`config.mk`:
```
export PLATFORM = sky130hd
export DESIGN_NAME = sot_cmd_logic
export DESIGN_NICKNAME = d
export VERILOG_FILES = /design/src/design/sot_pkg.sv /design/src/design/sot_cmd_logic.sv
export SDC_FILE = /design/constraint.sdc
export NUM_CORES = 1
export LEC_CHECK = 0
export ABC_AREA = 1
export BUFFER_PORTS_ARGS = -buffer_cell sky130_fd_sc_hd__buf_2
export CAP_MARGIN = 10
export CORE_AREA = 2 2 131 133
export DETAILED_ROUTE_END_ITERATION = 8
export DIE_AREA = 0 0 133 135
export SETUP_SLACK_MARGIN = 0.3
export SYNTH_ARGS = -nofsm -noshare
export SYNTH_HDL_FRONTEND = slang
export SYNTH_SLANG_ARGS = --single-unit
```
`constraint.sdc`:
```
create_clock -name vclk -period 2.3
set_input_delay 0.345 -clock vclk [all_inputs]
set_output_delay 0.345 -clock vclk [all_outputs]
set_load 0.01 [all_outputs]
```
`src/design/sot_pkg.sv`:
```
// Shared types and constants for the slot ownership table.
`default_nettype none

package sot_pkg;

  // Table size and the address width that follows from it.
  localparam int unsigned SLOT_COUNT_MAX = 64;
  localparam int unsigned SLOT_IDX_W = (SLOT_COUNT_MAX > 1) ? $clog2(SLOT_COUNT_MAX) : 1;

  // Field widths fixed by the interface.
  localparam int unsigned KIND_W   = 3;
  localparam int unsigned INDEX_W  = 8;
  localparam int unsigned SIZE_W   = 32;
  localparam int unsigned SEQ_W    = 64;
  localparam int unsigned FLAGS_W  = 32;
  localparam int unsigned STATUS_W = 3;
  localparam int unsigned PHASE_W  = 2;
  localparam int unsigned SLOTS_W  = 7;
  localparam int unsigned LIMIT_W  = 9;
  localparam int unsigned CFG_IDX_W  = 1;
  localparam int unsigned CFG_DATA_W = 32;

  // Configuration register indexes.
  typedef enum logic [CFG_IDX_W-1:0] {
    CFG_SLOTS_IN_USE     = 1'd0,
    CFG_PAYLOAD_CAPACITY = 1'd1
  } cfg_reg_e;

  // Command codes.
  typedef enum logic [KIND_W-1:0] {
    KIND_BEGIN_WRITE    = 3'd0,
    KIND_PUBLISH        = 3'd1,
    KIND_ABORT          = 3'd2,
    KIND_BEGIN_READ     = 3'd3,
    KIND_READ_MATCHING  = 3'd4,
    KIND_RELEASE        = 3'd5,
    KIND_QUERY          = 3'd6
  } kind_e;

  // Status codes.
  typedef enum logic [STATUS_W-1:0] {
    ST_DONE      = 3'd0,
    ST_REFUSED   = 3'd1,
    ST_NOT_READY = 3'd2,
    ST_STALE     = 3'd3,
    ST_ACQUIRED  = 3'd4,
    ST_INVALID   = 3'd5,
    ST_BAD_STATE = 3'd6
  } status_e;

  // Slot handshake phases.
  typedef enum logic [PHASE_W-1:0] {
    PH_EMPTY   = 2'd0,
    PH_WRITING = 2'd1,
    PH_READY   = 2'd2,
    PH_READING = 2'd3
  } phase_e;

  // Request payload.
  typedef struct packed {
    logic [KIND_W-1:0]  kind;
    logic [INDEX_W-1:0] slot_sel;
    logic [SIZE_W-1:0]  payload_bytes;
    logic [SEQ_W-1:0]   sequence_number;
    logic [FLAGS_W-1:0] slot_flags_in;
  } req_t;

  // Response payload.
  typedef struct packed {
    logic [STATUS_W-1:0] status;
    logic [PHASE_W-1:0]  slot_state_out;
  } rsp_t;

  // One table entry as stored in the slot memory.
  typedef struct packed {
    phase_e            phase;
    logic [SEQ_W-1:0]  seq;
    logic [SIZE_W-1:0] size;
  } entry_t;

  // Decision of the command logic for one request.
  typedef struct packed {
    logic    we;
    entry_t  entry;
    status_e status;
    phase_e  phase_out;
  } cmd_out_t;

endpackage

`default_nettype wire

```
`src/design/sot_cmd_logic.sv`:
```
// Per-command decision logic: status, new entry and write-back for one slot.
`default_nettype none

module sot_cmd_logic (
  input  wire                         in_range_i,
  input  wire [sot_pkg::KIND_W-1:0]   kind_i,
  input  wire [sot_pkg::SIZE_W-1:0]   bytes_i,
  input  wire [sot_pkg::SEQ_W-1:0]    seq_i,
  input  wire [sot_pkg::SIZE_W-1:0]   capacity_i,
  input  sot_pkg::entry_t             cur_i,
  output sot_pkg::cmd_out_t           cmd_o
);
  import sot_pkg::*;

  always_comb begin
    cmd_o.we        = 1'b0;
    cmd_o.entry     = cur_i;
    cmd_o.status    = ST_DONE;
    cmd_o.phase_out = cur_i.phase;

    if (!in_range_i) begin
      // Out-of-range slot wins over every other answer.
      cmd_o.status    = ST_INVALID;
      cmd_o.phase_out = PH_EMPTY;
    end else begin
      unique case (kind_e'(kind_i))
        KIND_BEGIN_WRITE: begin
          if (cur_i.phase == PH_EMPTY) begin
            cmd_o.we          = 1'b1;
            cmd_o.entry.phase = PH_WRITING;
          end else begin
            cmd_o.status = ST_REFUSED;
          end
        end
        KIND_PUBLISH: begin
          if (bytes_i > capacity_i) begin
            cmd_o.status = ST_INVALID;
          end else if (cur_i.phase != PH_WRITING) begin
            cmd_o.status = ST_BAD_STATE;
          end else begin
            cmd_o.we          = 1'b1;
            cmd_o.entry.phase = PH_READY;
            cmd_o.entry.seq   = seq_i;
            cmd_o.entry.size  = bytes_i;
          end
        end
        KIND_ABORT: begin
          // The sequence number survives an abort.
          if (cur_i.phase == PH_WRITING) begin
            cmd_o.we          = 1'b1;
            cmd_o.entry.phase = PH_EMPTY;
            cmd_o.entry.size  = '0;
          end else begin
            cmd_o.status = ST_REFUSED;
          end
        end
        KIND_BEGIN_READ: begin
          if (cur_i.phase == PH_READY) begin
            cmd_o.we          = 1'b1;
            cmd_o.entry.phase = PH_READING;
          end else begin
            cmd_o.status = ST_REFUSED;
          end
        end
        KIND_READ_MATCHING: begin
          if (cur_i.phase != PH_READY) begin
            cmd_o.status = ST_NOT_READY;
          end else if (cur_i.seq != seq_i || cur_i.size != bytes_i) begin
            cmd_o.status = ST_STALE;
          end else begin
            cmd_o.we          = 1'b1;
            cmd_o.entry.phase = PH_READING;
            cmd_o.status      = ST_ACQUIRED;
          end
        end
        KIND_RELEASE: begin
          if (cur_i.phase == PH_READING) begin
            cmd_o.we          = 1'b1;
            cmd_o.entry.phase = PH_EMPTY;
            cmd_o.entry.size  = '0;
          end else begin
            cmd_o.status = ST_BAD_STATE;
          end
        end
        KIND_QUERY: begin
          cmd_o.status = ST_DONE;
        end
        default: begin
          cmd_o.status = ST_INVALID;
        end
      endcase
    end

    cmd_o.phase_out = (in_range_i) ? cmd_o.entry.phase : PH_EMPTY;
  end

endmodule

`default_nettype wire

```
==> run metrics, run 1 <==
Mapped Area=4440 sq um; DR WL/cell=12.4 um; leading area contributor after synthesis=nand2_1; Worst EP arrival=2420 ps; crit path cell chain=buf_4 -> ha_4 -> nand2_1 -> buf_4 -> buf_4 -> nor2_2 -> nand4_2 -> nand2_2 -> inv_4 -> nor2_8 -> nand3_4 -> buf_12 -> clkbuf_16 -> o21ai_4 -> buf_6; Crit Path Class=in2out; XOR/XNOR share of the synthesized area=5.53%; Final Cycle Share=120%; pre-CTS WS=-556 ps; P per Cell Area=between 150 and 200 nW/um^2; Synth Area in Compound Gates=13.9%; mux cell area share after synthesis=0%; Simple-Gate Fraction of Synth Area=52.1%; Pleak=about 5 nW; GRT Total Usage=between 15 and 20%; vias per cell=4.35; maximum vdd ir drop=0.102 mV; crit path max-delay cell type=ha_4; first-pass GRT wire length=~30000 um; vias in the first global route=6127; status=finished, violations left; area occupied by registers=0 sq um; CP Launch Type=input port; Post-route DRC=0; top-count cell post-synth=nand2_1; die area=18000 sq um; cell row count=47; top cells by area, synth=nand2_1, inv_1, nor2_1; initial antenna violation count=0; Final #Nets=1610; post-layout util=50.8%; Top cell by count, worst path=buf_4; pin count of the biggest net entering global routing=30; design area=8330 sq um; hold path endpoint=cmd_o[35]; warnings from Yosys=0; Mean Syn Cell Area=4.66 sq um; max_cap viols=0; dpl cells=1549; Tmin final=2770 ps; gate count of the mapped netlist=951; CORE AREA=16400 sq um; via count=a little under 7000; final setup vio count=104; HP Start=bytes_i[30]; number of clock buffers in the layout=0; share of the synthesized area in the top cell type=37.3%; Finished Layout Cells=1566; Slew HR=70.9%; Final ANT Viol Nets=0; gr ovfl total=0; effective utilization at floorplan=27.0%; CP top delay family=buffers and inverters; hold depth=4; # hold bufs at CTS=0; placed cell areas=7080 sq um; diode count=0; count of buffer and inverter cells on the critical path=7; synth unique cells=29; post-synthesis sequential area ratio=0%; DRT iter0 DRCs=206; Slew Viols, Final=0; Die Height=135 um; dpl hpwl=15800 um; Fmax=361 MHz; layout cells sized above 1=between 40 and 50%; RSZ-0062 raised after global routing=true; RePlAce Congestion=roughly 0.97; min-delay worst type=in2out; num sequential=0; CP Max Fanout=8; post-synth net total=1213; CP endpoint kind=output pin; largest family of logic cells by synthesized area=simple AND/OR/NAND/NOR gates; worst endpoint required time=a little under 2000 ps; Worst path max stage delay=270 ps; Layout Area Growth over Synthesis=87.7%; Crit path depth=15; failing checks=setup timing; Die X-Extent=133 um; Synth Area in Adders=9.03%; number of detailed-route iterations in the first pass=4; Commonest cells post-synth=nand2_1, inv_1, nor2_1; Least-Margin Pin Slew=432 ps; Final Hold Fails=0; # port buffers=between 300 and 400; final WL=19400 um; I/O pins=334; FILL cells=roughly 1700; PnR worst setup slack=-467 ps
==> power by group <==
part | switching (W) | total [W] | leakage [nW] | internal, W
Combinational | 0.000760 | 0.00145 | 5.11 | 0.000689
Clock | 0 | 0 | 0 | 0
Sequential | 0 | 0 | 0 | 0
Total | 0.000760 | 0.00145 | 5.11 | 0.000689
==> stage by stage <==
| step | total power [W] | setup TNS (ps) | hold slack [ps] |
|---|---|---|---|
| 3_3_place_gp | 0.00121 | -43780 | 997 |
| 3_5_place_dp | 0.00122 | -48320 | 999 |
| 5_1_grt | 0.00161 | -52700 | 1010 |
| 4_1_cts | 0.00137 | -39090 | 986 |
| 2_1_floorplan | 0.000627 | -3930 | 789 |
| 6_report | 0.00145 | -41060 | 991 |
==> layout make-up <==
class	count	area, sq um	area share (%)
inverters	185	743	8.93
well taps	220	275	3.31
repair buffers	416	2830	34.0
multi-input cells	745	4480	53.8
==> what timing repair did <==
action                     4_1_cts  5_1_grt
setup buffers                    7        2
pin swaps                       28       13
gates resized for setup        135       88
gates cloned                     5        3
setup endpoints to repair      104      104
==> cells by family after synthesis <==
group | Yosys count
compound gates | 98
xor+xnor | 28
fa+ha+maj | 32
buf+inv | 206
simple gates | 587
==> worst max path at each step <==
stage,to,start
detailed placement,cmd_o[41],bytes_i[29]
global route,cmd_o[39],bytes_i[3]
finish,cmd_o[39],bytes_i[3]
global placement,cmd_o[79],capacity_i[31]
floorplan,cmd_o[37],capacity_i[31]
CTS,cmd_o[91],capacity_i[31]
==> routing by layer <==
| layer | global-route usage (%) | wire length, um | part of all wire, % | vias up |
|---|---|---|---|---|
| li1 | - | - | - | 3623 |
| met1 | 25.2 | 8460 | 44 | 2964 |
| met2 | 36.6 | 9580 | 49 | 212 |
| met3 | 2.52 | 1130 | 5.8 | 18 |
| met4 | 1.85 | 223 | 1.2 | 0 |
| met5 | 0 | 0 | 0 | - |
==> cell usage in the layout, fill, tap and decap left out, types with 19 or more instances in the layout <==
master	netlist	routed
inv_1	183	163
buf_6	10	42
o21ai_2	28	42
nor2_1	112	108
nand2_2	7	75
xor2_1	28	28
nand2_4	0	19
nand2_1	441	353
buf_4	2	62
ha_4	0	25
buf_2	3	294
No activity file was read; power rests on OpenSTA's default activity.
==> inputs of run 2 (changes only) <==
--- a/config.mk
+++ b/config.mk
@@ -11,7 +11,9 @@
 export CORE_AREA = 2 2 131 133
 export DETAILED_ROUTE_END_ITERATION = 8
 export DIE_AREA = 0 0 133 135
+export PLACE_DENSITY = 0.56
 export SETUP_SLACK_MARGIN = 0.3
+export SKIP_LAST_GASP = 1
 export SYNTH_ARGS = -nofsm -noshare
 export SYNTH_HDL_FRONTEND = slang
 export SYNTH_SLANG_ARGS = --single-unit
==> run 2 against run 1 <==
  * The flow still finishes with violations (setup timing)
  * Clock-buffer cell count is the same
  * Hold slack lost 0.94 ps
  * Combinational power grew 3%
  * First-iteration DRC count grew 21%
  * Cell count grew 1.0%
  * Die area is the same
  * Sequential cell count is the same
  * Utilization grew 2.4 points
  * Fmax shrank 0.32%
  * Largest cell class unchanged
  * Largest power group unchanged
  * Highest routed layer unchanged
==> run metrics, run 2 (synthesis results as in run 1) <==
status=finished, violations left; design area=slightly below 9000 sq um; post-layout util=53.2%; CP Launch Type=input port; vias per cell=4.36; number of clock buffers in the layout=0; worst endpoint required time=between 1500 and 2000 ps; num sequential=0; vias in the first global route=6084; Post-route DRC=0; dpl hpwl=about 16000 um; final setup vio count=104; die area=18000 sq um; P per Cell Area=171 nW/um^2; hold path endpoint=cmd_o[61]; number of detailed-route iterations in the first pass=4; most frequent cells in the layout=nand2_1, buf_2, inv_1; Worst EP arrival=2430 ps; layout cells sized above 1=a little under half; Final ANT Viol Nets=0; Final Cycle Share=121%; first-pass GRT wire length=29900 um; HP Start=cur_i[56]; RSZ-0062 raised after global routing=true; most common cell after layout, fill and taps aside=nand2_1; DRT iter0 DRCs=between 200 and 250; CP endpoint kind=output pin; pin count of the biggest net entering global routing=30; area of the multi-input gates=4580 sq um; Tmin final=about 2800 ps; placed cell areas=7150 sq um; initial antenna violation count=0; gr ovfl total=0; Die Height=135 um; hold depth=4; Pleak=roughly 5.2 nW; Layout Area Growth over Synthesis=96.6%; Slew Viols, Final=0; Final #Nets=1626; CP Max Fanout=5; maximum vdd ir drop=0.0916 mV; RePlAce Congestion=just under 0.9; max_cap viols=0; effective utilization at floorplan=27.0%; area occupied by registers=0 sq um; GRT Total Usage=between 20% and 30%; min-delay worst type=in2out; PnR worst setup slack=-476 ps; cell row count=47; via count=6903; Slew HR=between 60 and 70%; # port buffers=334; Design Power=around 0.0015 W; failing checks=setup timing; CORE AREA=16400 sq um; # hold bufs at CTS=0; Fmax=360 MHz; DR WL/cell=13.1 um; Die X-Extent=133 um; final WL=20700 um; diode count=0; Final Hold Fails=0; Crit Path Class=in2out; Least-Margin Pin Slew=597 ps; FILL cells=1677; I/O pins=334
==> run 2: final cells by class <==
type,count,share of cell area [%]
inverter,185,8.28
tap,220,3.16
multi-input combinational,746,52.5
timing repair buffer,431,36.1
==> run 2: worst max-delay path, cell delays in order <==
cell and delay (ps):
buf_2 120, ha_4 270, nand4_1 130, nor4_4 320, nand4_2 160, nand2_2 120
inv_4 50, nor2_8 100, nand3_4 160, buf_6 190, buf_16 130, buf_6 110
nand2_4 50, nand2_2 50, buf_6 110
==> run 2: timing repair <==
action                     CTS  global route
setup buffers                7             5
setup endpoints to repair  104           104
pin swaps                   32            19
gates resized for setup    146           117
cloned                       9             4
==> run 2: how the worst max path moves through the flow <==
stage	startpoint	end
3_3_place_gp	capacity_i[10]	cmd_o[70]
5_1_grt	capacity_i[31]	cmd_o[76]
3_5_place_dp	bytes_i[29]	cmd_o[70]
2_1_floorplan	capacity_i[31]	cmd_o[37]
4_1_cts	bytes_i[29]	cmd_o[70]
6_report	bytes_i[17]	cmd_o[53]
==> run 2: power breakdown <==
part / internal (W) / switching [W]
registers: 0 / 0
clock network: 0 / 0
logic: 0.000712 / 0.000778
total: 0.000712 / 0.000778
==> run 2: metrics by stage <==
| stage | instances | setup TNS (ps) | hold slack (ps) | setup WS [ps] |
|---|---|---|---|---|
| final | 1582 | -43000 | 990 | -476 |
| after global routing | 1582 | -55760 | 1000 | -602 |
| after CTS | 1573 | -40480 | 1000 | -483 |
| after detailed placement | 1557 | -53800 | 1000 | -664 |
| after global placement | 1557 | -47740 | 997 | -606 |
| after floorplan | 951 | -3930 | 789 | -74.4 |
==> run 2: per-layer routing <==
metal	vias up	routed length [um]	track usage [%]
li1	3674	-	-
met4	0	227	1.67
met3	20	1150	2.25
met1	3001	8890	26.2
met2	208	10400	37.5
met5	-	0	0
==> inputs of run 3 (changes only) <==
--- a/config.mk
+++ b/config.mk
@@ -5,13 +5,12 @@
 export SDC_FILE = /design/constraint.sdc
 export NUM_CORES = 1
 export LEC_CHECK = 0
-export ABC_AREA = 1
 export BUFFER_PORTS_ARGS = -buffer_cell sky130_fd_sc_hd__buf_2
 export CAP_MARGIN = 10
-export CORE_AREA = 2 2 131 133
+export CORE_AREA = 2 2 130 132
 export DETAILED_ROUTE_END_ITERATION = 8
-export DIE_AREA = 0 0 133 135
-export PLACE_DENSITY = 0.56
+export DIE_AREA = 0 0 132 134
+export PLACE_DENSITY = 0.5
 export SETUP_SLACK_MARGIN = 0.3
 export SKIP_LAST_GASP = 1
 export SYNTH_ARGS = -nofsm -noshare
==> run 3 against run 2 <==
  * Clock-buffer cell count did not move
  * Critical path depth fell by 4
  * Utilization shrank 5.5 points
  * Highest routed layer unchanged
  * Non-clock buffer count grew 37
  * The flow still finishes with violations (setup timing)
==> run metrics, run 3 <==
# port buffers=334; top-count cell post-synth=xnor2_1; pin count of the biggest net entering global routing=28; Fmax=332 MHz; via count=roughly 5200; num sequential=0; worst endpoint required time=1960 ps; maximum vdd ir drop=0.0810 mV; Worst EP arrival=2670 ps; Post-route DRC=0; cell row count=47; RSZ-0062 raised after global routing=true; Pleak=3.61 nW; Commonest cells post-synth=xnor2_1, mux2_2, inv_1; RePlAce Congestion=0.873; Mean Syn Cell Area=8.08 sq um; final setup vio count=approximately 100; first-pass GRT wire length=28500 um; DR WL/cell=18.0 um; most common cell after layout, fill and taps aside=buf_2; Mapped Area=between 3000 and 4000 sq um; vias in the first global route=a little over 5000; GRT Total Usage=a little over 20%; Final Cycle Share=131%; Tmin final=between 3000 and 4000 ps; area of the multi-input gates=3860 sq um; Clock power frac=0%; post-synth net total=692; CORE AREA=around 16000 sq um; switching power=just over 0.0006 W; die area=17700 sq um; # hold bufs at CTS=0; leading area contributor after synthesis=xnor2_1; top cells by area, synth=xnor2_1, mux2_2, ha_1; failing checks=setup timing; post-layout util=a little under half; warnings from Yosys=0; synth unique cells=46; switching share of power=43.3%; number of detailed-route iterations in the first pass=4; Crit Path Class=in2out; crit path cell chain=buf_8 -> ha_4 -> a21oi_2 -> o21ai_1 -> a221o_1 -> o31a_4 -> nor3_4 -> buf_12 -> buf_12 -> mux2_2 -> buf_2; number of clock buffers in the layout=0; sequential share of power=0%; crit path max-delay cell type=a221o_1; CP Max Fanout=14; post-synthesis sequential area ratio=0%; Die Height=134 um; max_cap viols=0; Final ANT Viol Nets=0; dpl hpwl=16400 um; Critical path destination=cmd_o[60]; area occupied by registers=0 sq um; final WL=19800 um; CP startpoint=bytes_i[17]; layout cells sized above 1=a little under three quarters; effective utilization at floorplan=21.3%; share of the synthesized area in the top cell type=24.2%; CP endpoint kind=output pin; Die X-Extent=about 130 um; CP Launch Type=input port; gr ovfl total=0; Comb pwr share=100.0%; Final Hold Fails=0; vias per cell=4.69; PnR worst setup slack=-715 ps; DRT iter0 DRCs=204; Final #Nets=1139; Top cell by count, worst path=buf_12; WHS=1010 ps; most frequent cells in the layout=buf_2, buf_4, xnor2_1; P per Cell Area=185 nW/um^2; FILL cells=1594; I/O pins=about 330; initial antenna violation count=4; Layout Area Growth over Synthesis=123%; min-delay worst type=in2out; Slew HR=68.4%; Pint=0.000816 W; Slew Viols, Final=0; status=finished, violations left; gate count of the mapped netlist=between 400 and 500; Worst path max stage delay=390 ps; Least-Margin Pin Slew=470 ps
## run 3: cell count changes in the layout (fill, tap and decap cells not counted), moves of 22 or more
| cell | before | now |
|---|---|---|
| buf_2 | 284 | 253 |
| buf_4 | 64 | 108 |
| buf_6 | 54 | 88 |
| inv_1 | 165 | 17 |
| mux2_2 | 0 | 22 |
| mux2_4 | 0 | 42 |
| nand2_1 | 357 | 13 |
| nand2_2 | 60 | 0 |
| nand2_4 | 30 | 0 |
| nand4_1 | 3 | 32 |
| nor2_1 | 108 | 6 |
| o21ai_2 | 41 | 0 |
| xnor2_1 | 0 | 92 |
| xor2_1 | 28 | 0 |
## run 3: critical path: cells and delay by family
kind	cells	cell delay, ps
AOI/OAI and AO/OA	4	920
buffers and inverters	4	620
muxes	1	360
and+or+nand+nor	1	190
adders and majority gates	1	230
## run 3: layout make-up
cell class,instances,area share [%]
Inverter,38,2.13
Tap cell,220,3.54
Multi-Input combinational cell,369,49.8
Timing Repair Buffer,468,44.4
Antenna cell,4,0.129
## run 3: kinds of logic after synthesis
kind of cell	Yosys count	synth area share, %
AND/OR/NAND/NOR	93	15.2
buffers and inverters	61	8.17
adder cells (fa/ha/maj)	32	11.5
XOR/XNOR	96	24.2
AO/OA/AOI/OAI	84	20.2
multiplexers	64	20.7
## run 3: per-layer routing
metal / track usage (%) / part of all wire (%) / wire length [um] / vias up
li1: - / - / - / 2529
met1: 25.2 / 42 / 8290 / 2421
met2: 38.0 / 52 / 10300 / 192
met3: 2.34 / 5.0 / 990 / 14
met4: 2.60 / 1.3 / 252 / 0
met5: 0 / 0 / 0 / -
## run 3: worst min path at each step
stage,startpoint,to,slack (ps),depth (start not counted)
detailed placement,cur_i[59],cmd_o[64],1030,3
finish,seq_i[19],cmd_o[56],1010,3
global route,seq_i[19],cmd_o[56],1030,3
CTS,seq_i[21],cmd_o[58],1010,3
global placement,cur_i[59],cmd_o[64],1020,3
floorplan,bytes_i[5],cmd_o[10],820,1
## run 3: through the flow
step	setup TNS (ps)	cell area, sq um	setup WS (ps)	instances	power [W]
CTS	-66440	7390	-712	1088	0.00137
global route	-76200	7760	-817	1098	0.00155
global placement	-72770	6580	-760	1082	0.00123
finish	-66770	7760	-715	1099	0.00144
floorplan	-31990	3790	-370	430	0.000556
detailed placement	-72290	6580	-756	1082	0.00123
## run 3: power by group through the flow
| stage | sequential (W) | clock (W) | combinational (W) |
|---|---|---|---|
| floorplan | 0 | 0 | 0.000556 |
| global placement | 0 | 0 | 0.00123 |
| detailed placement | 0 | 0 | 0.00123 |
| CTS | 0 | 0 | 0.00137 |
| global route | 0 | 0.000000000174 | 0.00155 |
| finish | 0 | 0.000000000233 | 0.00144 |
## run 3: what timing repair did
| action | in CTS | in global routing |
|---|---|---|
| pin swaps | 34 | 19 |
| endpoints found under the setup margin | 104 | 104 |
| resized for setup | 143 | 58 |
| cloned | 3 | 3 |
| setup buffers | 3 | 4 |
